<file path="src/wscm_pkg.sv">
// ----------------------------------------------------------------------------
// wscm_pkg
// Shared widths, codes, structs and the restoring-division step used by the
// wallpaper source coordinate mapper.
// ----------------------------------------------------------------------------
package wscm_pkg;

    localparam int COORD_W     = 12;
    localparam int DIM_W       = 13;
    localparam int NUM_W       = 2 * DIM_W;
    localparam int MODE_W      = 3;
    localparam int CFG_IDX_W   = 3;
    localparam int MAX_DIM_DEF = 4096;

    localparam logic [MODE_W-1:0] MODE_STRETCH = 3'd0;
    localparam logic [MODE_W-1:0] MODE_TILE    = 3'd1;
    localparam logic [MODE_W-1:0] MODE_CENTER  = 3'd2;
    localparam logic [MODE_W-1:0] MODE_FIT     = 3'd3;
    localparam logic [MODE_W-1:0] MODE_FILL    = 3'd4;

    localparam logic [CFG_IDX_W-1:0] CFG_SCALE_MODE    = 3'd0;
    localparam logic [CFG_IDX_W-1:0] CFG_IMAGE_WIDTH   = 3'd1;
    localparam logic [CFG_IDX_W-1:0] CFG_IMAGE_HEIGHT  = 3'd2;
    localparam logic [CFG_IDX_W-1:0] CFG_SCREEN_WIDTH  = 3'd3;
    localparam logic [CFG_IDX_W-1:0] CFG_SCREEN_HEIGHT = 3'd4;

    // Per-axis mapping: window [lo, lo+len), then ((p-lo)*mul)/den or the
    // remainder, plus add, clamped below lim.
    typedef struct packed {
        logic [DIM_W-1:0] lo;
        logic [DIM_W-1:0] len;
        logic [DIM_W-1:0] mul;
        logic [DIM_W-1:0] den;
        logic [DIM_W-1:0] add;
        logic [DIM_W-1:0] lim;
        logic             use_rem;
    } t_axis;

    typedef struct packed {
        logic  ready;
        logic  zero;
        t_axis ax;
        t_axis ay;
    } t_geom;

    typedef struct packed {
        logic             valid;
        logic             cov;
        logic [NUM_W-1:0] acc_x;
        logic [DIM_W-1:0] rem_x;
        logic [NUM_W-1:0] acc_y;
        logic [DIM_W-1:0] rem_y;
    } t_lane;

    // One restoring-division step: returns {quotient bit, new remainder}.
    function automatic logic [DIM_W:0] div_step(input logic [DIM_W-1:0] rem,
                                                input logic             bit_in,
                                                input logic [DIM_W-1:0] den);
        logic [DIM_W:0] trial;
        logic [DIM_W:0] diff;
        trial = {rem, bit_in};
        diff  = trial - {1'b0, den};
        if (trial >= {1'b0, den}) begin
            return {1'b1, diff[DIM_W-1:0]};
        end
        return {1'b0, trial[DIM_W-1:0]};
    endfunction

endpackage

</file>
<file path="src/wscm_cell.sv">
// ----------------------------------------------------------------------------
// wscm_cell
// One stage of the division chain: develops one quotient bit for each axis
// and passes the partial result to the next cell.
// ----------------------------------------------------------------------------
module wscm_cell (
    input  logic                       i_clk,
    input  logic                       i_rst_n,
    input  logic                       i_en,
    input  logic [wscm_pkg::DIM_W-1:0] i_den_x,
    input  logic [wscm_pkg::DIM_W-1:0] i_den_y,
    input  wscm_pkg::t_lane            i_lane,
    output wscm_pkg::t_lane            o_lane
);

    localparam int DW = wscm_pkg::DIM_W;
    localparam int NW = wscm_pkg::NUM_W;

    wscm_pkg::t_lane r_lane;
    wscm_pkg::t_lane n_lane;
    logic [DW:0]     w_sx, w_sy;

    assign w_sx = wscm_pkg::div_step(i_lane.rem_x, i_lane.acc_x[NW-1], i_den_x);
    assign w_sy = wscm_pkg::div_step(i_lane.rem_y, i_lane.acc_y[NW-1], i_den_y);

    always_comb begin
        n_lane       = i_lane;
        n_lane.acc_x = {i_lane.acc_x[NW-2:0], w_sx[DW]};
        n_lane.rem_x = w_sx[DW-1:0];
        n_lane.acc_y = {i_lane.acc_y[NW-2:0], w_sy[DW]};
        n_lane.rem_y = w_sy[DW-1:0];
    end

    always_ff @(posedge i_clk) begin
        if (!i_rst_n) begin
            r_lane.valid <= 1'b0;
        end else if (i_en) begin
            r_lane <= n_lane;
        end
    end

    assign o_lane = r_lane;

endmodule
</file>
<file path="config.mk">
export PLATFORM = sky130hd
export DESIGN_NAME = wscm_cell
export DESIGN_NICKNAME = d
export VERILOG_FILES = /design/src/wscm_pkg.sv /design/src/wscm_cell.sv
export SDC_FILE = /design/constraint.sdc
export NUM_CORES = 1
export LEC_CHECK = 0
export ABC_AREA = 1
export BUFFER_PORTS_ARGS = -buffer_cell sky130_fd_sc_hd__buf_2
export CORE_AREA = 2 2 113 115
export CTS_CLUSTER_SIZE = 25
export DETAILED_ROUTE_END_ITERATION = 7
export DIE_AREA = 0 0 115 117
export PLACE_DENSITY = 0.76
export SLEW_MARGIN = 20
export SYNTH_ARGS = -nofsm -noshare
export SYNTH_HDL_FRONTEND = slang
export SYNTH_SLANG_ARGS = --single-unit
</file>
<file path="constraint.sdc">
create_clock -name i_clk -period 5.44 [get_ports i_clk]
set_input_delay 0 -clock i_clk [delete_from_list [all_inputs] [get_ports i_clk]]
set_output_delay 0 -clock i_clk [all_outputs]
set_load 0.05 [all_outputs]
</file>
; Word level (Yosys, flattened, before mapping)
; Cells that the tools add are included.
[op_classes]
reduce_logical = 1
muxes = 6
add_sub_neg = 2
n_lt_le_gt_ge = 2
[op_table]
columns = op, count
row1 = greater-or-equal comparator 14 x 13 -> 1 bit, 2
row2 = two-way mux 14 bit, 2
row3 = two-way mux 13 bit, 2
row4 = subtractor 13 bit, 2
row5 = two-way mux 1 bit, 2
row6 = AND reduction 2 bit, 1
[word_totals]
word_cells = 19
out_inout_bits = 80
ff_bits = 80
in_bits = 109

; Longest topological paths before layout
; Gate-level depths: netlist of run 1.
[depth]
depth_word = 3
ltp_mapped = 12

; Worst setup path before layout of run 1
; Ideal clock, no wire load.
[synth_path]
kind = input port to flip-flop
start = in i_rst_n
end = reg r_lane (netlist bit o_lane[0]) (enable)
setup_ps = 433
t_arrival_ps = 1568
required_time_ps = 5007
slack_ps = 3439
path_stages = 2
cell_sequence = nand2_1 > inv_1
[synth_between]
elab_chain_cells = 1
[synth_rtl]
columns = item, line_no
row1 = "start, declared", wscm_cell.sv:8  ; input logic i_rst_n,
row2 = AND reduction 2 bit (no source line), -
row3 = "end signal, assigned", wscm_cell.sv:38  ; r_lane <= n_lane;
row4 = "end, declared", wscm_cell.sv:19  ; wscm_pkg::t_lane r_lane;
; Every way passes these cells.
; A chain may end at the register's enable or synchronous reset.

; Worst setup path after layout of run 1
[layout_path]
start = in i_lane[7] in the netlist's numbering
end = reg r_lane (netlist bit o_lane[6]), data pin
[layout_between]
elab_chain_cells = 3
[layout_rtl]
columns = item, line_no
row1 = "start, declared", wscm_cell.sv:12  ; input wscm_pkg::t_lane i_lane,
row2 = greater-or-equal comparator 14 x 13 -> 1 bit, wscm_pkg.sv:63  ; if (trial >= {1'b0, den}) begin
row3 = two-way mux 1 bit, wscm_pkg.sv:63
row4 = two-way mux 13 bit, wscm_pkg.sv:66  ; return {1'b0, trial[DIM_W-1:0]};
row5 = net w_sy[6], wscm_cell.sv:21  ; logic [DW:0] w_sx, w_sy;
; The timed path passes the listed nets, and every way through them passes these cells.

==> impl_metrics.yaml, run 1 <==
clock_network:
  cts_resized: 0
  cts_tree: "yes"
  cts_sinks: 80
  hold_buffers: 60
  worstSkewPairLatency_ns: 0.34
  clk_pin_slew_worst_paths_ns: 0.07
  cts_buffers: 9
  cts_buffer_depth: 2
  ctsRootBufferMaster: "clkbuf_16"
  cts_setup_buffers: 0
  ctsHtreeMaxLevel: 3
yosys:
  synth_top_family_by_area: "simple AND/OR/NAND/NOR gates"
  ys_seq_area_frac: 0.503
  synth_nets: 644
  syn_area_per_cell_um2: 9.38
  ys_ff_latch: 80
  synthAdderAreaFrac: 0.0768
  synth_edf_count: 79
  ys_types: 30
  yosys.area_share.simple: 0.252
  synthArstFlopShare: 0
  yosysWarnings: 0
  synthCells: 507
  synthesis.area_um2: 4750
  synth-compound-area-share: 0.0387
  synth_mux_area_frac: 0
  synth_xor_area_frac: 0.0239
  synth_flop_cell: "edfxtp_1"
final_layout:
  drive_gt1_frac: 0.348
  syn_to_final_growth_pct: 41.8
  mostFrequentLayoutCells: "buf_2, nand2_1, inv_1"
  final_common_cell: "buf_2"
  nets: 899
  final_area_um2: 6740
  largest_register_ff_count: 80
  antenna_cells: 0
timing:
  finalSetupViolations: 0
  maxSlewViolCount: 0
  fin_crit_ns: 2.27
  finalCritPeriodShare: 0.417
  fin_tns_setup_ns: 0
  fin_ws_ns: 3.17
  hold_viol_final: 0
  grt_setup_unrepaired: "no"
  worst_pin_slew_ns: 0.640
  skew_ns: 0
  fmax_mhz: 441
  slew_headroom: 0.573
global_routing:
  grt_max_degree: 52
  grt_pass1_vias: 4010
  grt_pass1_wl_um: 18600
  grt-ovfl-total: 0
  met3_usage: 0.0309
  busiest_layer: "met2"
  antenna_found_initial: 0
  use_met2: 0.302
  grt_usage: 0.177
  grtUsageMet1: 0.224
route:
  drtIter0Drc: 220
  wire_per_inst_um: 13.2
  routed_via_density: 4.49
  drc_errors: 0
  vias: 4121
  drt_pass1_iterations: 4
  drtAntennaViolNets: 0
  wl_um: 12100
pwr:
  power_switching_share: 0.340
  p_int_mw: 1.28
  p_leak_nw: 3.47
  powerDensity_nw_per_um2: 288
  p_seq_frac: 0.387
  clockPowerShare: 0.328
  p_sw_mw: 0.661
  pwr-share-comb: 0.285
  vdd.ir_drop.worst_mv: 0.156
worst_setup_path:
  worstReg2RegStart: "o_lane[79]"
  required_ns: 5.53
  path_max_fanout: 20
  r2r_cells: 3
  cp-start-kind: "input port"
  r2r_slack_ns: 4.25
  crit-reg2reg-capture: "o_lane[79]"
  crit_path_end_kind: "flip-flop"
  crit_type: "input port to flip-flop"
  arrival_ns: 2.35
placement:
  dpl_cell_area_um2: 5830
  globalplace.congestion: 0.890
  pre_cts_slack_ns: 3.37
  io_buffers: 188
  hpwl_um: 8880
floorplan:
  row_count: 41
  start_util: 0.386
  io_pins: 189
  core_um2: 12300
  floorplan.die.height_um: 117
  dieWidth_um: 115
  die_area_um2: 13500
hold_path:
  hp-start: "i_lane[38]"
  hold_path_depth: 3
  hold_path_end: "o_lane[0]"
  hp-class: "input port to flip-flop"
job:
  drv_cap: 0
status:
  outcome: "finished, final reports clean"
layer usage:
layer,up-vias,routed length (um)
met1,1824,5330
met3,24,645
met2,141,5810
met5,-,0
met4,0,299
li1,2132,-
worst max-delay path, stage by stage:
cell and delay, ns:
dlygate4sd3_1 0.53, buf_2 0.13, ha_1 0.32, nand2_1 0.12, inv_1 0.07, nand2_1 0.08, nand2_2 0.07, a21oi_4 0.26
nand3_2 0.46, nand2_1 0.24, o21ai_2 0.07
per-stage QoR:
stage          utilization  total power [mW]  hold WS, ns  instances
2_1_floorplan            -              1.16       0.0935        507
3_3_place_gp         0.473              1.28        0.176        841
3_5_place_dp         0.473              1.28        0.178        841
4_1_cts              0.548              1.96     0.000475        917
5_1_grt              0.548              2.04       0.0250        917
6_report             0.548              1.94       0.0179        917
power by group through the flow:
stage	Sequential [mW]	Clock, mW	Combinational, mW
2_1_floorplan	0.936	0	0.223
3_3_place_gp	0.763	0	0.512
3_5_place_dp	0.765	0	0.518
4_1_cts	0.752	0.654	0.554
5_1_grt	0.757	0.679	0.604
6_report	0.752	0.638	0.555
final cells by class:
type,count,area (um2)
clock inverters,7,87.6
inverters,116,439
flip-flops and latches,80,2390
multi-input cells,306,1860
clock buffers,9,225
fillers,1097,5570
well taps,150,188
repair buffers,249,1550
logic make-up after synthesis:
logic type      after synthesis
compound gates               24
xor+xnor                     13
fa+ha+maj                    28
buf+inv                     121
flops                        80
simple gates                241
synth_stat cells (2+ instances only):
cell type  number  area [um2]
nand3_1        21         105
a21oi_1         8        40.0
xnor2_1         2        17.5
a21oi_4         2        32.5
xor2_1         11        96.3
nand4_1        22         138
o21ai_2        11        96.3
nor2_2          4        25.0
nand3_2        11         110
edfxtp_1       79        2370
o21ai_1         2        10.0
inv_1         109         409
buf_6           2        22.5
nand2_2        14        87.6
nand3_4         2        35.0
inv_2           6        22.5
nor2_4          4        45.0
nand2_4         4        45.0
nand2_1       146         548
ha_1           26         325
nor2_1         11        41.3
fa_1            2        40.0
worst max-delay path by stage:
stage	start	slack, ns	to	cells past startpoint
after floorplan	i_rst_n	3.44	o_lane[0]	2
after global placement	i_den_y[8]	3.44	o_lane[6]	11
after detailed placement	i_den_y[8]	3.37	o_lane[6]	11
after CTS	i_lane[7]	3.22	o_lane[6]	11
after global routing	i_lane[7]	2.99	o_lane[6]	11
final	i_lane[7]	3.17	o_lane[6]	11
Note: power is estimated with default switching activity, not from simulation.
==> run 2: changes to the inputs <==
Settings changed: PLACE_DENSITY 0.76 to 0.79.
Clock period 5.44 ns to 2 ns, I/O delays scaled along.
==> impl_metrics.yaml, run 2 (synthesis results as in run 1) <==
clock_network:
  cts_buffer_depth: 2
  cts_setup_buffers: 0
  cts_sinks: 80
  cts_tree: "yes"
  clk_pin_slew_worst_paths_ns: 0.07
  cts_buffers: 9
  ctsRootBufferMaster: "clkbuf_16"
  worstSkewPairLatency_ns: 0.33
  ctsHtreeMaxLevel: 3
route:
  drtAntennaViolNets: 0
  vias: 4217
  routed_via_density: 4.57
  wl_um: 12300
  wire_per_inst_um: 13.4
  drc_errors: 0
  drtIter0Drc: 247
  drt_pass1_iterations: 4
pwr:
  p_total_mw: 5.28
  clockPowerShare: 0.320
  p_int_mw: 3.49
  pwr-share-comb: 0.293
  powerDensity_nw_per_um2: 775
  power_switching_share: 0.338
  p_sw_mw: 1.79
  p_seq_frac: 0.387
  p_leak_nw: 3.49
  vdd.ir_drop.worst_mv: 0.318
worst_setup_path:
  arrival_ns: 2.02
  cp-start-kind: "input port"
  path_cells: "dlygate4sd3_1 > buf_2 > ha_1 > nand2_2 > inv_2 > nand2_1 > nand2_2 > a21oi_4 > nand3_4 > nand2_1 > o21ai_2"
  crit_type: "input port to flip-flop"
  worst_path_max_delay_cell: "dlygate4sd3_1"
  required_ns: 2.09
  path_max_fanout: 11
  max_stage_delay_ns: 0.55
  crit_path_end_kind: "flip-flop"
hold_path:
  hp-class: "input port to flip-flop"
timing:
  slew_headroom: 0.739
  fmax_mhz: 518
  grt_setup_unrepaired: "no"
  worst_pin_slew_ns: 0.392
  finalSetupViolations: 0
  skew_ns: 0
  fin_tns_setup_ns: 0
  maxSlewViolCount: 0
  hold_viol_final: 0
  fin_crit_ns: 1.93
  finalCritPeriodShare: 0.966
floorplan:
  core_um2: 12300
  start_util: 0.386
  dieWidth_um: 115
  io_pins: 189
  die_area_um2: 13500
  row_count: 41
  floorplan.die.height_um: 117
final_layout:
  nets: 904
  mostFrequentLayoutCells: "buf_2, nand2_1, inv_1"
  largest_register_ff_count: 80
  final_common_cell: "buf_2"
  antenna_cells: 0
  drive_gt1_frac: 0.352
  syn_to_final_growth_pct: 43.3
global_routing:
  grt_max_degree: 51
  grt_pass1_wl_um: 18500
  grt_usage: 0.176
  antenna_found_initial: 0
  grt-ovfl-total: 0
  grt_pass1_vias: 3984
status:
  outcome: "finished, final reports clean"
placement:
  globalplace.congestion: 0.937
  hpwl_um: 8930
  io_buffers: 188
job:
  drv_cap: 0
[run 2: through the flow]
step	instances	setup slack, ns	hold slack, ns	instance area [um2]	utilization
6_report	922	0.0690	0.0158	6810	0.553
5_1_grt	922	0.00368	0.0258	6810	0.553
4_1_cts	921	0.0687	0.000285	6790	0.552
3_5_place_dp	845	0.184	0.178	5890	0.478
3_3_place_gp	845	0.244	0.176	5890	0.478
2_1_floorplan	507	0.372	0.0935	4760	-
[run 2: layout make-up]
cell class                 count  area, um2
clock buffer                   9        225
clock inverter                 7       78.8
fill                        1135       5500
inverter                     116        442
multi-input combinational    307       1880
sequential                    80       2390
tap                          150        188
timing repair buffer         253       1600
[run 2: power groups by stage]
stage | sequential (mW) | combinational (mW) | clock (mW)
after floorplan | 2.54 | 0.607 | 0
after global placement | 2.07 | 1.41 | 0
after detailed placement | 2.08 | 1.43 | 0
after CTS | 2.04 | 1.53 | 1.73
after global routing | 2.06 | 1.67 | 1.79
final | 2.05 | 1.55 | 1.69
[run 2: path summary, 6_finish.rpt]
path	depth (start not counted)	slack [ns]	to	from
worst max-delay path	11	0.07	o_lane[45]	i_lane[47]
worst min-delay path	3	0.02	o_lane[6]	i_lane[5]
worst max register to register	3	0.81	o_lane[79]	o_lane[79]
worst min register to register	3	1.11	o_lane[79]	o_lane[79]
[run 2: critical path: cells and delay by family]
kind | cells | cell delay (ns)
AOI/OAI and AO/OA | 2 | 0.29
and+or+nand+nor | 5 | 0.64
adders and majority gates | 1 | 0.34
buffers and inverters | 3 | 0.75
[run 2: what timing repair did]
item / CTS / global route
hold buffers: 60 / 0
endpoints found under the setup margin: 0 / 24
resized for setup: 0 / 2
endpoints found under the hold margin: 59 / 0
[run 2: per-layer routing]
metal  vias to the layer above  GRT usage  part of all wire
li1                       2154          -                 -
met1                      1907      0.225              0.43
met2                       136      0.300              0.49
met3                        20     0.0252             0.054
met4                         0     0.0723             0.022
met5                         -          0                 0
