[src/wscm_pkg.sv]
// ----------------------------------------------------------------------------
// wscm_pkg
// Shared widths, codes, structs and the restoring-division step used by the
// wallpaper source coordinate mapper.
// ----------------------------------------------------------------------------
package wscm_pkg;

    localparam int COORD_W     = 12;
    localparam int DIM_W       = 13;
    localparam int NUM_W       = 2 * DIM_W;
    localparam int MODE_W      = 3;
    localparam int CFG_IDX_W   = 3;
    localparam int MAX_DIM_DEF = 4096;

    localparam logic [MODE_W-1:0] MODE_STRETCH = 3'd0;
    localparam logic [MODE_W-1:0] MODE_TILE    = 3'd1;
    localparam logic [MODE_W-1:0] MODE_CENTER  = 3'd2;
    localparam logic [MODE_W-1:0] MODE_FIT     = 3'd3;
    localparam logic [MODE_W-1:0] MODE_FILL    = 3'd4;

    localparam logic [CFG_IDX_W-1:0] CFG_SCALE_MODE    = 3'd0;
    localparam logic [CFG_IDX_W-1:0] CFG_IMAGE_WIDTH   = 3'd1;
    localparam logic [CFG_IDX_W-1:0] CFG_IMAGE_HEIGHT  = 3'd2;
    localparam logic [CFG_IDX_W-1:0] CFG_SCREEN_WIDTH  = 3'd3;
    localparam logic [CFG_IDX_W-1:0] CFG_SCREEN_HEIGHT = 3'd4;

    // Per-axis mapping: window [lo, lo+len), then ((p-lo)*mul)/den or the
    // remainder, plus add, clamped below lim.
    typedef struct packed {
        logic [DIM_W-1:0] lo;
        logic [DIM_W-1:0] len;
        logic [DIM_W-1:0] mul;
        logic [DIM_W-1:0] den;
        logic [DIM_W-1:0] add;
        logic [DIM_W-1:0] lim;
        logic             use_rem;
    } t_axis;

    typedef struct packed {
        logic  ready;
        logic  zero;
        t_axis ax;
        t_axis ay;
    } t_geom;

    typedef struct packed {
        logic             valid;
        logic             cov;
        logic [NUM_W-1:0] acc_x;
        logic [DIM_W-1:0] rem_x;
        logic [NUM_W-1:0] acc_y;
        logic [DIM_W-1:0] rem_y;
    } t_lane;

    // One restoring-division step: returns {quotient bit, new remainder}.
    function automatic logic [DIM_W:0] div_step(input logic [DIM_W-1:0] rem,
                                                input logic             bit_in,
                                                input logic [DIM_W-1:0] den);
        logic [DIM_W:0] trial;
        logic [DIM_W:0] diff;
        trial = {rem, bit_in};
        diff  = trial - {1'b0, den};
        if (trial >= {1'b0, den}) begin
            return {1'b1, diff[DIM_W-1:0]};
        end
        return {1'b0, trial[DIM_W-1:0]};
    endfunction

endpackage

[src/wscm_geom.sv]
// ----------------------------------------------------------------------------
// wscm_geom
// Holds the configuration registers and derives the per-axis mapping after
// reset and after every register write, using a bit-serial divider.
// ----------------------------------------------------------------------------
module wscm_geom #(
    parameter int MAX_DIM = wscm_pkg::MAX_DIM_DEF
) (
    input  logic                           i_clk,
    input  logic                           i_rst_n,
    input  logic                           i_cfg_we,
    input  logic [wscm_pkg::CFG_IDX_W-1:0] i_cfg_idx,
    input  logic [wscm_pkg::DIM_W-1:0]     i_cfg_data,
    output wscm_pkg::t_geom                o_geom
);

    localparam int DW    = wscm_pkg::DIM_W;
    localparam int NW    = wscm_pkg::NUM_W;
    localparam int CNT_W = $clog2(NW);

    typedef enum logic [3:0] {
        ST_IDLE = 4'b0001,
        ST_LOAD = 4'b0010,
        ST_DIV  = 4'b0100,
        ST_FIN  = 4'b1000
    } t_state;

    t_state                        r_state;
    logic [wscm_pkg::MODE_W-1:0]   r_mode;
    logic [DW-1:0]                 r_iw, r_ih, r_sw, r_sh;
    logic [1:0]                    r_sel;
    logic [CNT_W-1:0]              r_cnt;
    logic [NW-1:0]                 r_acc;
    logic [DW-1:0]                 r_rem;
    logic [DW-1:0]                 r_quo [4];
    logic                          r_zero;
    wscm_pkg::t_axis               r_ax, r_ay;
    wscm_pkg::t_axis               n_ax, n_ay;

    logic [DW-1:0] w_iw, w_ih, w_sw, w_sh;
    logic [DW-1:0] w_a, w_b, w_den;
    logic [DW:0]   w_step;
    logic [DW-1:0] w_th0, w_tw, w_th, w_cw, w_ch, w_x0, w_y0;

    function automatic logic [DW-1:0] sat_dim(input logic [DW-1:0] v);
        if (32'(v) > MAX_DIM) begin
            return DW'(MAX_DIM);
        end
        return v;
    endfunction

    function automatic logic [DW-1:0] at_least_one(input logic [DW-1:0] v);
        return (v == '0) ? DW'(1) : v;
    endfunction

    function automatic logic [DW-1:0] centre_off(input logic [DW-1:0] outer,
                                                 input logic [DW-1:0] inner);
        logic [DW-1:0] diff;
        diff = outer - inner;
        return (outer > inner) ? (diff >> 1) : '0;
    endfunction

    assign w_iw = sat_dim(r_iw);
    assign w_ih = sat_dim(r_ih);
    assign w_sw = sat_dim(r_sw);
    assign w_sh = sat_dim(r_sh);

    // The four cross ratios that fit and fill need.
    always_comb begin
        unique case (r_sel)
            2'd0: begin w_a = w_sw; w_b = w_ih; w_den = w_iw; end
            2'd1: begin w_a = w_sh; w_b = w_iw; w_den = w_ih; end
            2'd2: begin w_a = w_ih; w_b = w_sw; w_den = w_sh; end
            default: begin w_a = w_iw; w_b = w_sh; w_den = w_sw; end
        endcase
    end

    assign w_step = wscm_pkg::div_step(r_rem, r_acc[NW-1], w_den);

    always_comb begin
        w_th0 = at_least_one(r_quo[0]);
        if (w_th0 > w_sh) begin
            w_th = w_sh;
            w_tw = at_least_one(r_quo[1]);
        end else begin
            w_th = w_th0;
            w_tw = w_sw;
        end

        w_cw = w_iw;
        w_ch = w_ih;
        w_x0 = '0;
        w_y0 = '0;
        if (w_th0 < w_sh) begin
            w_cw = at_least_one(r_quo[2]);
            w_x0 = centre_off(w_iw, w_cw);
        end else if (w_th0 > w_sh) begin
            w_ch = at_least_one(r_quo[3]);
            w_y0 = centre_off(w_ih, w_ch);
        end

        n_ax = '{lo: '0, len: w_sw, mul: w_cw, den: w_sw, add: w_x0,
                 lim: w_iw, use_rem: 1'b0};
        n_ay = '{lo: '0, len: w_sh, mul: w_ch, den: w_sh, add: w_y0,
                 lim: w_ih, use_rem: 1'b0};
        case (r_mode)
            wscm_pkg::MODE_STRETCH: begin
                n_ax.mul = w_iw;
                n_ay.mul = w_ih;
                n_ax.add = '0;
                n_ay.add = '0;
            end
            wscm_pkg::MODE_TILE: begin
                n_ax.mul = DW'(1);
                n_ay.mul = DW'(1);
                n_ax.den = w_iw;
                n_ay.den = w_ih;
                n_ax.add = '0;
                n_ay.add = '0;
                n_ax.use_rem = 1'b1;
                n_ay.use_rem = 1'b1;
            end
            wscm_pkg::MODE_CENTER: begin
                n_ax.len = (w_iw < w_sw) ? w_iw : w_sw;
                n_ay.len = (w_ih < w_sh) ? w_ih : w_sh;
                n_ax.lo  = centre_off(w_sw, n_ax.len);
                n_ay.lo  = centre_off(w_sh, n_ay.len);
                n_ax.mul = DW'(1);
                n_ay.mul = DW'(1);
                n_ax.den = DW'(1);
                n_ay.den = DW'(1);
                n_ax.add = centre_off(w_iw, w_sw);
                n_ay.add = centre_off(w_ih, w_sh);
            end
            wscm_pkg::MODE_FIT: begin
                n_ax.len = w_tw;
                n_ay.len = w_th;
                n_ax.lo  = centre_off(w_sw, w_tw);
                n_ay.lo  = centre_off(w_sh, w_th);
                n_ax.mul = w_iw;
                n_ay.mul = w_ih;
                n_ax.den = w_tw;
                n_ay.den = w_th;
                n_ax.add = '0;
                n_ay.add = '0;
            end
            default: begin
            end
        endcase
    end

    always_ff @(posedge i_clk) begin
        if (!i_rst_n) begin
            r_state <= ST_LOAD;
            r_mode  <= wscm_pkg::MODE_STRETCH;
            r_iw    <= DW'(1);
            r_ih    <= DW'(1);
            r_sw    <= DW'(1);
            r_sh    <= DW'(1);
            r_sel   <= '0;
            r_cnt   <= '0;
        end else if (i_cfg_we) begin
            unique case (i_cfg_idx)
                wscm_pkg::CFG_SCALE_MODE:    r_mode <= i_cfg_data[wscm_pkg::MODE_W-1:0];
                wscm_pkg::CFG_IMAGE_WIDTH:   r_iw   <= i_cfg_data;
                wscm_pkg::CFG_IMAGE_HEIGHT:  r_ih   <= i_cfg_data;
                wscm_pkg::CFG_SCREEN_WIDTH:  r_sw   <= i_cfg_data;
                wscm_pkg::CFG_SCREEN_HEIGHT: r_sh   <= i_cfg_data;
                default: begin
                end
            endcase
            r_state <= ST_LOAD;
            r_sel   <= '0;
        end else begin
            unique case (r_state)
                ST_LOAD: begin
                    r_acc   <= NW'(w_a) * NW'(w_b);
                    r_rem   <= '0;
                    r_cnt   <= '0;
                    r_state <= ST_DIV;
                end
                ST_DIV: begin
                    r_acc <= {r_acc[NW-2:0], w_step[DW]};
                    r_rem <= w_step[DW-1:0];
                    r_cnt <= r_cnt + CNT_W'(1);
                    if (r_cnt == CNT_W'(NW - 1)) begin
                        // Ratios beyond the dimension range only feed compares.
                        r_quo[r_sel] <= (|r_acc[NW-2:DW-1]) ? '1
                                        : {r_acc[DW-2:0], w_step[DW]};
                        r_sel        <= r_sel + 2'd1;
                        r_state      <= (r_sel == 2'd3) ? ST_FIN : ST_LOAD;
                    end
                end
                ST_FIN: begin
                    r_ax    <= n_ax;
                    r_ay    <= n_ay;
                    r_zero  <= (w_iw == '0) || (w_ih == '0) || (w_sw == '0) || (w_sh == '0);
                    r_state <= ST_IDLE;
                end
                default: begin
                end
            endcase
        end
    end

    assign o_geom.ready = (r_state == ST_IDLE);
    assign o_geom.zero  = r_zero;
    assign o_geom.ax    = r_ax;
    assign o_geom.ay    = r_ay;

endmodule

[config.mk]
export PLATFORM = sky130hd
export DESIGN_NAME = wscm_geom
export DESIGN_NICKNAME = d
export VERILOG_FILES = /design/src/wscm_pkg.sv /design/src/wscm_geom.sv
export SDC_FILE = /design/constraint.sdc
export NUM_CORES = 1
export LEC_CHECK = 0
export BUFFER_PORTS_ARGS = -buffer_cell sky130_fd_sc_hd__buf_2
export CORE_ASPECT_RATIO = 1.75
export CORE_MARGIN = 3
export CORE_UTILIZATION = 30
export DETAILED_ROUTE_END_ITERATION = 8
export GPL_TIMING_DRIVEN = 0
export MAX_ROUTING_LAYER = met4
export PLACE_DENSITY = 0.53
export SETUP_SLACK_MARGIN = 0.3
export SYNTH_ARGS = -nofsm -noshare
export SYNTH_HDL_FRONTEND = slang
export SYNTH_SLANG_ARGS = --single-unit
[constraint.sdc]
create_clock -name i_clk -period 37.3 [get_ports i_clk]
set_input_delay 3.73 -clock i_clk [delete_from_list [all_inputs] [get_ports i_clk]]
set_output_delay 3.73 -clock i_clk [all_outputs]
set_load 0.03 [all_outputs]
Word level (Yosys, flattened, before mapping):

Memory sizes are Yosys's and may differ from the RTL's.
Index checks and enable logic that the tools add are counted.

* flip-flop bits (word level): 263
* RAM bits: 52
* input bits: 19
* memories: 1

* add/subtract/negate cells: 11
* $mul: 1
* $lt $le $gt $ge: 17
* equal/unequal tests: 16
* mux-type cells: 61
* bitwise logic cells: 2
* reduce and logical (&&, ||, !) cells: 31

Memories
* r_quo: depth 4, bits a word 13, rd ports 4, clocked after Yosys merged registers in 0, write ports 1, RTL line wscm_geom.sv:35 `logic [DW-1:0] r_quo [4];`

Operators with widths (number)
* two-way mux 13 bit: 20
* case mux 13 bit (3 select lines): 5
* two-way mux 12 bit: 11
* case mux 13 bit (2 select lines): 5
* greater-than comparator 13 bit: 9
* subtractor 13 bit: 9
* logical NOT 13 bit: 8
* case mux 25 bit (2 select lines): 2
* greater-than comparator 13 bit (second input constant): 4
* case mux 26 bit (2 select lines): 1
* less-than comparator 13 bit: 3
* two-way mux 14 bit: 2
* multiplier 13 x 13 -> 26 bit: 1
* AND reduction 2 bit: 8
* >= comparator 14 x 13 -> 1 bit: 1
* OR reduction 13 bit: 1
* equality test 3 x 2 -> 1 bit (second input constant): 4
* case mux 4 bit (3 select lines): 1
* two-way mux 1 bit: 11
* case mux 5 bit (2 select lines): 1
* two-way mux 4 bit: 2
* equality test 3 x 1 -> 1 bit (second input constant): 2
* logical NOT 3 bit: 2
* AND reduction 3 bit: 2
* 18 further kinds: 24

Longest topological paths before layout:

Gate-level depths: netlist of the first run.

* word-level depth: 8
* gate-level depth with buffers: 28
* depth with buffers taken out: 25

Worst setup path before layout of the first run:

Ideal clock, no wire load.

* path kind: in2reg
* start: in i_cfg_we
* end: reg r_ay (netlist bit o_geom[0]) (enable)
* library setup time: 1048 ps
* data arrival time: 18793 ps
* setup slack: 17458 ps
* cell stages on the path: 4
* buffers on the path: 1
* path through: clkbuf_1 > nor2b_1 > nand2_1 > nor4_1

* cells in the longest elaborated chain, start to end: 2

Ends and longest elaborated chain
* from (decl): RTL line wscm_geom.sv:11 `input logic i_cfg_we,`
* NOT 1 bit (no source line)
* AND reduction 3 bit (no source line)
* to (signal assigned): RTL line wscm_geom.sv:196 `r_ay <= n_ay;`
* to (decl): RTL line wscm_geom.sv:37 `wscm_pkg::t_axis r_ax, r_ay;`

No other way between the ends.
A chain may end at the register's enable or synchronous reset.

Worst setup path in the final report of the first run:

* start: reg r_sh[12]
* end: reg r_acc[25], data pin

* cells in the longest elaborated chain, start to end: 6
* elaborated cells between the ends (all ways): 7

Ends and longest elaborated chain
* from (decl): RTL line wscm_geom.sv:30 `logic [DW-1:0] r_iw, r_ih, r_sw, r_sh;`
* from (signal assigned): RTL line wscm_geom.sv:168 `wscm_pkg::CFG_SCREEN_HEIGHT: r_sh <= i_cfg_data;`
* greater-than comparator 13 bit: RTL line wscm_geom.sv:46 `if (32'(v) > MAX_DIM) begin`
* two-way mux 1 bit: RTL line wscm_geom.sv:46
* two-way mux 13 bit *: RTL line wscm_geom.sv:49 `return v;`
* case mux 13 bit (3 select lines): RTL line wscm_geom.sv:70 `unique case (r_sel)`
* multiplier 13 x 13 -> 26 bit *: RTL line wscm_geom.sv:177 `r_acc <= NW'(w_a) * NW'(w_b);`
* case mux 26 bit (2 select lines) *: RTL line wscm_geom.sv:175 `unique case (r_state)`
* to (signal assigned): RTL line wscm_geom.sv:177
* to (signal assigned): RTL line wscm_geom.sv:183 `r_acc <= {r_acc[NW-2:0], w_step[DW]};`
* to (decl): RTL line wscm_geom.sv:33 `logic [NW-1:0] r_acc;`

Every way passes the cells marked *; elsewhere a longest branch is shown, timed or not.

==> results.py, run 1 <==
metrics = {
    "status": {
        "outcome": "completed",
    },
    "clock_network": {
        "cts.sinks": 311,
        "cts.repair.resized": 0,
        "cts_max_path_buffers": 3,
        "clk_latency_ps": 580,
        "postCtsSetupBuffers": 0,
        "htree_levels": 2,
        "cts_tree": "built",
        "hold_buffers": 0,
        "cts_buffers": 35,
        "path_clk_slew_ps": 60,
        "cts_root_buf": "clkbuf_16",
    },
    "setup_path": {
        "start_kind": "flop",
        "r2r_start": "r_sh[12]$_SDFFE_PN0P_",
        "path_cells": "clkinv_1 -> nand2_1 -> inv_1 -> a22o_1 -> a211oi_1 -> a21o_1 -> nor2_1 -> fa_1 -> fa_1 -> fa_1 -> fa_1 -> inv_1 -> fa_1 -> inv_1 -> ha_1 -> or3_1 -> o211ai_1 -> o211ai_1 -> a221oi_1 -> mux2i_1 -> nand2_1",
        "slowest_stage": "nand2_1",
        "path_max_fanout": 11,
        "ff2ff_path_depth": 21,
        "path_common_cell": "fa_1",
        "path_class": "reg2reg",
        "cp-end-kind": "flop",
        "max_stage_delay_ps": 870,
        "timing.critical_path.arrival_ps": 9020,
        "r2r-end": "r_acc[25]$_DFFE_PP_",
        "r2r_setup_slack_ps": 28570,
        "required_ps": 37590,
    },
    "floorplan": {
        "rows": 142,
        "die-area_mm2": 0.0904,
        "core-area_mm2": 0.0858,
        "dieHeight_um": 396,
        "pin_count": 179,
        "start_util_pct": 30.3,
        "fp.dieW_um": 229,
    },
    "place": {
        "hpwl_um": 92900,
        "port_buffers": 173,
        "gp_congestion": 1.03,
    },
    "drt": {
        "drt_iter0_drc": 1543,
        "routed_via_density": 5.48,
        "drc": 0,
        "ant_nets": 0,
        "routed_wl_um": 115000,
        "wire_per_inst_um": 26.7,
        "dr_total_vias": 23567,
        "drtPass1Iterations": 9,
    },
    "sta": {
        "hold_violations": 0,
        "fin_tns_setup_ps": 0,
        "rsz0062_at_grt": "false",
        "fin_crit_sh_pct": 23.4,
        "finalSetupViolCount": 0,
        "drv_slew": 0,
        "period_minus_slack_ps": 8730,
        "maxSlewHeadroom_pct": 2.77,
        "max_freq_ghz": 0.114,
        "max_slew.worst_pin.slew_ps": 1460,
        "fin_worst_skew_ps": 17.0,
    },
    "global_routing": {
        "track_usage_pct": 25.6,
        "gr-total-overflow": 0,
        "grt_pass1_wl_um": 165000,
        "grt_max_degree": 38,
        "antenna_found_initial": 4,
        "grt_pass1_vias": 24442,
    },
    "final_layout": {
        "num-nets-final": 3475,
        "final_util_pct": 34.7,
        "nFillCells": 9001,
        "areaGrowthSynthToFinish_pct": 14.4,
        "drive_above_1_share_pct": 10.2,
    },
    "yosys": {
        "synthFlopType": "edfxtp_1",
        "ys_seq_elements": 311,
        "synthMuxAreaShare_pct": 1.34,
        "ys_async_sr_fraction_pct": 0,
        "synthXorXnorAreaFrac_pct": 3.23,
        "synth_warnings": 0,
        "synthCells": 2883,
        "synth_compound_area_share_pct": 20.2,
        "synthSimpleGateAreaFrac_pct": 15.3,
        "syn-mean-instance-area_um2": 9.03,
        "synth_cell_type_count": 74,
        "synth_fa_ha_area_share_pct": 20.0,
        "synth_top_family_by_area": "compound AO/OA/AOI/OAI gates",
        "synth_area_mm2": 0.0260,
        "yosysSeqAreaShare_pct": 33.4,
        "synth_edf_count": 245,
    },
    "job": {
        "drv_cap": 0,
    },
    "power_and_ir_drop": {
        "p_per_area_mw_per_mm2": 29.6,
        "irDropWorstVdd_uv": 26.3,
        "p_leak_uw": 0.0129,
        "power_uw": 882,
    },
    "min_path": {
        "hold_path.class": "reg2reg",
        "hold-path-endpoint": "r_sh[1]$_SDFFE_PN0P_",
        "min_from": "r_sh[1]$_SDFFE_PN0P_",
        "min_delay_path_depth": 2,
    },
}
## sequential cells by signal, summed over array words and instances, names as in the netlist, 13 cells and up
register	flops
r_quo	52
r_ih	13
r_acc	26
r_rem	13
r_sh	13
o_geom	153
r_iw	13
r_sw	13
## cells in the mapped netlist, types with 27 or more instances
cell type  instances  area share [%]
nor2b_1           46             1.1
ha_1             207              10
a21oi_1          191             3.7
nor2_1           218             3.1
xor2_1            33             1.1
nand3_1           45            0.87
dfxtp_1           66             5.1
xnor2_1           63             2.1
inv_1            299             4.3
fa_1             130              10
nand2_1          386             5.6
mux2i_1           27             1.0
edfxtp_1         245              28
clkbuf_1         114             1.6
o21a_1            38             1.1
nand2b_1          30            0.72
a21o_1            67             1.9
o21ai_0          118             2.3
a22o_1            58             2.0
a21boi_0          57             1.6
nor4_1            34            0.82
nor3_1            37            0.71
## metal layers
layer	vias up	wire length, µm	GRT usage [%]
met5	-	0	-
met4	0	11000	20.0
met3	439	5330	3.44
met2	965	59200	46.1
met1	11486	39200	24.5
li1	10677	-	-
## where the power goes
part / internal, µW / switching, µW / leakage, µW / total (µW)
logic: 45.8 / 86.4 / 0.00951 / 132
registers: 374 / 3.73 / 0.00277 / 378
clock network: 216 / 155 / 0.000587 / 371
total: 637 / 245 / 0.0129 / 882
## area by class of cell
class	instances	area (µm²)	area share (%)
multi-input cells	2132	15700	52.6
flip-flops and latches	311	8680	29.2
well taps	1152	1440	4.84
inverters	302	1130	3.81
repair buffers	196	1050	3.54
clock buffers	40	925	3.11
plain buffers	141	583	1.96
clock inverters	22	285	0.959
diodes	4	10.0	0.0336
## cells in the final DEF, fill, tap and decap left out, types with 22 or more instances in the layout
cell type	synthesis	layout
dfxtp_1	66	66
clkbuf_1	114	116
nor3_1	37	37
xnor2_1	63	63
mux2i_1	27	27
edfxtp_1	245	245
buf_2	16	189
inv_1	299	299
nand3_1	45	45
nand2_1	386	386
a21boi_0	57	57
a21oi_1	191	191
or2_2	22	22
buf_4	7	28
nor2b_1	46	46
nor4_1	34	33
nand2b_1	30	30
a22oi_1	26	26
o21ai_0	118	118
a21o_1	67	67
nor2_1	218	218
ha_1	207	207
xor2_1	33	33
clkbuf_16	0	35
fa_1	130	130
a222oi_1	23	23
o21a_1	38	38
a22o_1	58	58
## cells by family after synthesis
logic type / count (synthesis)
AOI/OAI and AO/OA: 770
xor gates and xnor gates: 96
adders and majority gates: 337
buffers and inverters: 443
DFF: 311
muxes: 34
other: 1
and+or+nand+nor: 891
## metrics by stage
step / hold slack (ps) / instance area, µm² / setup WS (ps) / std cells
global route: 512 / 29800 / 28380 / 4299
finish: 486 / 29800 / 28570 / 4300
global placement: 470 / 28300 / 9210 / 4211
floorplan: 452 / 26000 / 17460 / 2886
CTS: 487 / 29800 / 28770 / 4296
detailed placement: 479 / 28500 / 28540 / 4234
## how the worst max path moves through the flow
stage                                from                     to  slack, ps  depth (start not counted)
floorplan                        i_cfg_we    o_geom[0]$_DFFE_PP_      17460                          4
global placement                 i_cfg_we  o_geom[148]$_DFFE_PP_       9210                          4
detailed placement               i_cfg_we  o_geom[149]$_DFFE_PP_      28540                         20
CTS                 r_sh[12]$_SDFFE_PN0P_    r_acc[25]$_DFFE_PP_      28770                         21
global route        r_sh[12]$_SDFFE_PN0P_    r_acc[18]$_DFFE_PP_      28380                         23
finish              r_sh[12]$_SDFFE_PN0P_    r_acc[25]$_DFFE_PP_      28570                         21
## worst max-delay path, delay by kind of cell, from the launching register on
family | cells | cell delay (ps)
AO/OA/AOI/OAI | 6 | 1900
adder cells (fa/ha/maj) | 6 | 3110
buffers and inverters | 4 | 1190
flip-flops | 1 | 430
multiplexers | 1 | 250
AND/OR/NAND/NOR | 4 | 1540
Power figures use the tool's default switching activity.
==> run 2: changes to the inputs <==
- clock period: 37.3 -> 9.1 ns (I/O delays scaled with it)
==> results.py, run 2 (synthesized netlist as in run 1, its figures left out) <==
metrics = {
    "floorplan": {
        "dieHeight_um": 396,
        "fp.dieW_um": 229,
        "core-area_mm2": 0.0858,
        "die-area_mm2": 0.0904,
        "start_util_pct": 30.3,
        "pin_count": 179,
        "rows": 142,
    },
    "final_layout": {
        "num-nets-final": 3463,
        "final_util_pct": 34.6,
        "drive_above_1_share_pct": 9.86,
        "final_common_cell": "nand2_1",
        "areaGrowthSynthToFinish_pct": 14.2,
        "largest_reg_flops": 153,
        "design_area_mm2": 0.0297,
        "mostFrequentLayoutCells": "386 x nand2_1, 299 x inv_1, 245 x edfxtp_1, 218 x nor2_1, 207 x ha_1",
    },
    "sta": {
        "finalSetupViolCount": 0,
        "fin_hold_ws_ps": 484,
        "maxSlewHeadroom_pct": 13.3,
        "max_slew.worst_pin.slew_ps": 1290,
        "fin_worst_skew_ps": 41.4,
        "max_freq_ghz": 0.117,
        "drv_slew": 0,
        "fin_crit_sh_pct": 94.0,
        "rsz0062_at_grt": "false",
        "period_minus_slack_ps": 8550,
        "hold_violations": 0,
    },
    "place": {
        "hpwl_um": 91200,
        "port_buffers": 173,
        "gp_congestion": 1.02,
        "place_area_mm2": 0.0285,
    },
    "clock_network": {
        "hold_buffers": 0,
        "cts_tree": "built",
        "clk_latency_ps": 590,
        "postCtsSetupBuffers": 0,
        "cts.sinks": 311,
        "htree_levels": 2,
        "cts_max_path_buffers": 3,
        "path_clk_slew_ps": 70,
        "cts_root_buf": "clkbuf_16",
        "cts.repair.resized": 0,
        "cts_buffers": 34,
    },
    "setup_path": {
        "start_kind": "flop",
        "ff2ff_path_depth": 24,
        "timing.critical_path.arrival_ps": 8840,
        "required_ps": 9390,
        "r2r_setup_slack_ps": 550,
        "r2r_start": "r_iw[12]$_SDFFE_PN0P_",
        "path_max_fanout": 10,
        "path_class": "reg2reg",
        "path_cells": "clkbuf_1 -> a21boi_1 -> a22oi_1 -> nand2_1 -> o21ai_0 -> nor2_1 -> fa_1 -> inv_1 -> fa_1 -> fa_1 -> inv_1 -> fa_1 -> inv_1 -> fa_1 -> inv_1 -> ha_1 -> clkbuf_1 -> and3_1 -> nand2_1 -> nor2_1 -> o211ai_1 -> o21ai_0 -> xnor2_1 -> o21ai_0",
        "slowest_stage": "o21ai_0",
        "max_stage_delay_ps": 990,
        "startpoint": "r_iw[12]$_SDFFE_PN0P_",
        "path_common_cell": "fa_1",
        "cp-end-kind": "flop",
    },
    "power_and_ir_drop": {
        "internal_power_uw": 2600,
        "seq_power_share_pct": 42.9,
        "pwr-share-clk_pct": 41.9,
        "switching_share_pct": 28.2,
        "comb_power_share_pct": 15.2,
        "p_per_area_mw_per_mm2": 122,
        "p_sw_uw": 1020,
        "power_uw": 3620,
        "p_leak_uw": 0.0123,
        "irDropWorstVdd_uv": 95.8,
    },
    "global_routing": {
        "grt_max_degree": 23,
        "grt_pass1_vias": 23756,
        "antenna_found_initial": 6,
        "grt_pass1_wl_um": 161000,
        "gr-total-overflow": 0,
        "track_usage_pct": 25.2,
    },
    "drt": {
        "drc": 0,
        "wire_per_inst_um": 26.5,
        "drtPass1Iterations": 8,
        "routed_via_density": 5.47,
        "ant_nets": 0,
        "drt_iter0_drc": 1728,
        "routed_wl_um": 114000,
        "dr_total_vias": 23462,
    },
    "min_path": {
        "min_from": "r_ih[11]$_SDFFE_PN0P_",
        "min_delay_path_depth": 2,
        "hold_path.class": "reg2reg",
    },
    "status": {
        "outcome": "completed",
    },
    "job": {
        "drv_cap": 0,
    },
}
-- run 2: final timing paths --
path,end
max,r_acc[24]$_DFFE_PP_
min,r_ih[11]$_SDFFE_PN0P_
max reg2reg,r_acc[24]$_DFFE_PP_
min reg2reg,r_ih[11]$_SDFFE_PN0P_
-- run 2: metrics by stage --
stage | TNS (ps) | worst slack, ps | std cells
finish | 0 | 545 | 4290
global route | 0 | 436 | 4288
CTS | 0 | 749 | 4285
detailed placement | 0 | 771 | 4223
global placement | -130290 | -906 | 4211
floorplan | 0 | 2290 | 2886
-- run 2: cell type report --
cell class | instances | area [µm²]
flip-flops and latches | 311 | 8680
clock buffers | 43 | 925
repair buffers | 185 | 1020
diodes | 5 | 12.5
plain buffers | 141 | 583
clock inverters | 19 | 263
fillers | 8904 | 56100
well taps | 1152 | 1440
multi-input cells | 2132 | 15700
inverters | 302 | 1130
-- run 2: layer usage --
metal | up-vias | share of wire, % | global-route usage, %
met1 | 11433 | 34 | 24.5
met5 | - | 0 | -
met4 | 0 | 10 | 21.0
met2 | 969 | 51 | 44.4
met3 | 414 | 5.0 | 3.36
li1 | 10646 | - | -
-- run 2: worst max-delay path, delay by kind of cell, from the launching register on --
family	cells	cell delay (ps)
flip-flops	1	680
buffers and inverters	6	1290
XOR/XNOR	1	180
AO/OA/AOI/OAI	6	2220
AND/OR/NAND/NOR	5	820
adder cells (fa/ha/maj)	6	3030
-- run 2: power by group through the flow --
stage | Sequential, µW | Combinational [µW] | Clock (µW)
global placement | 1580 | 535 | 0
detailed placement | 1580 | 537 | 0
floorplan | 1570 | 362 | 0
finish | 1550 | 549 | 1520
CTS | 1550 | 540 | 1550
global route | 1550 | 591 | 1590
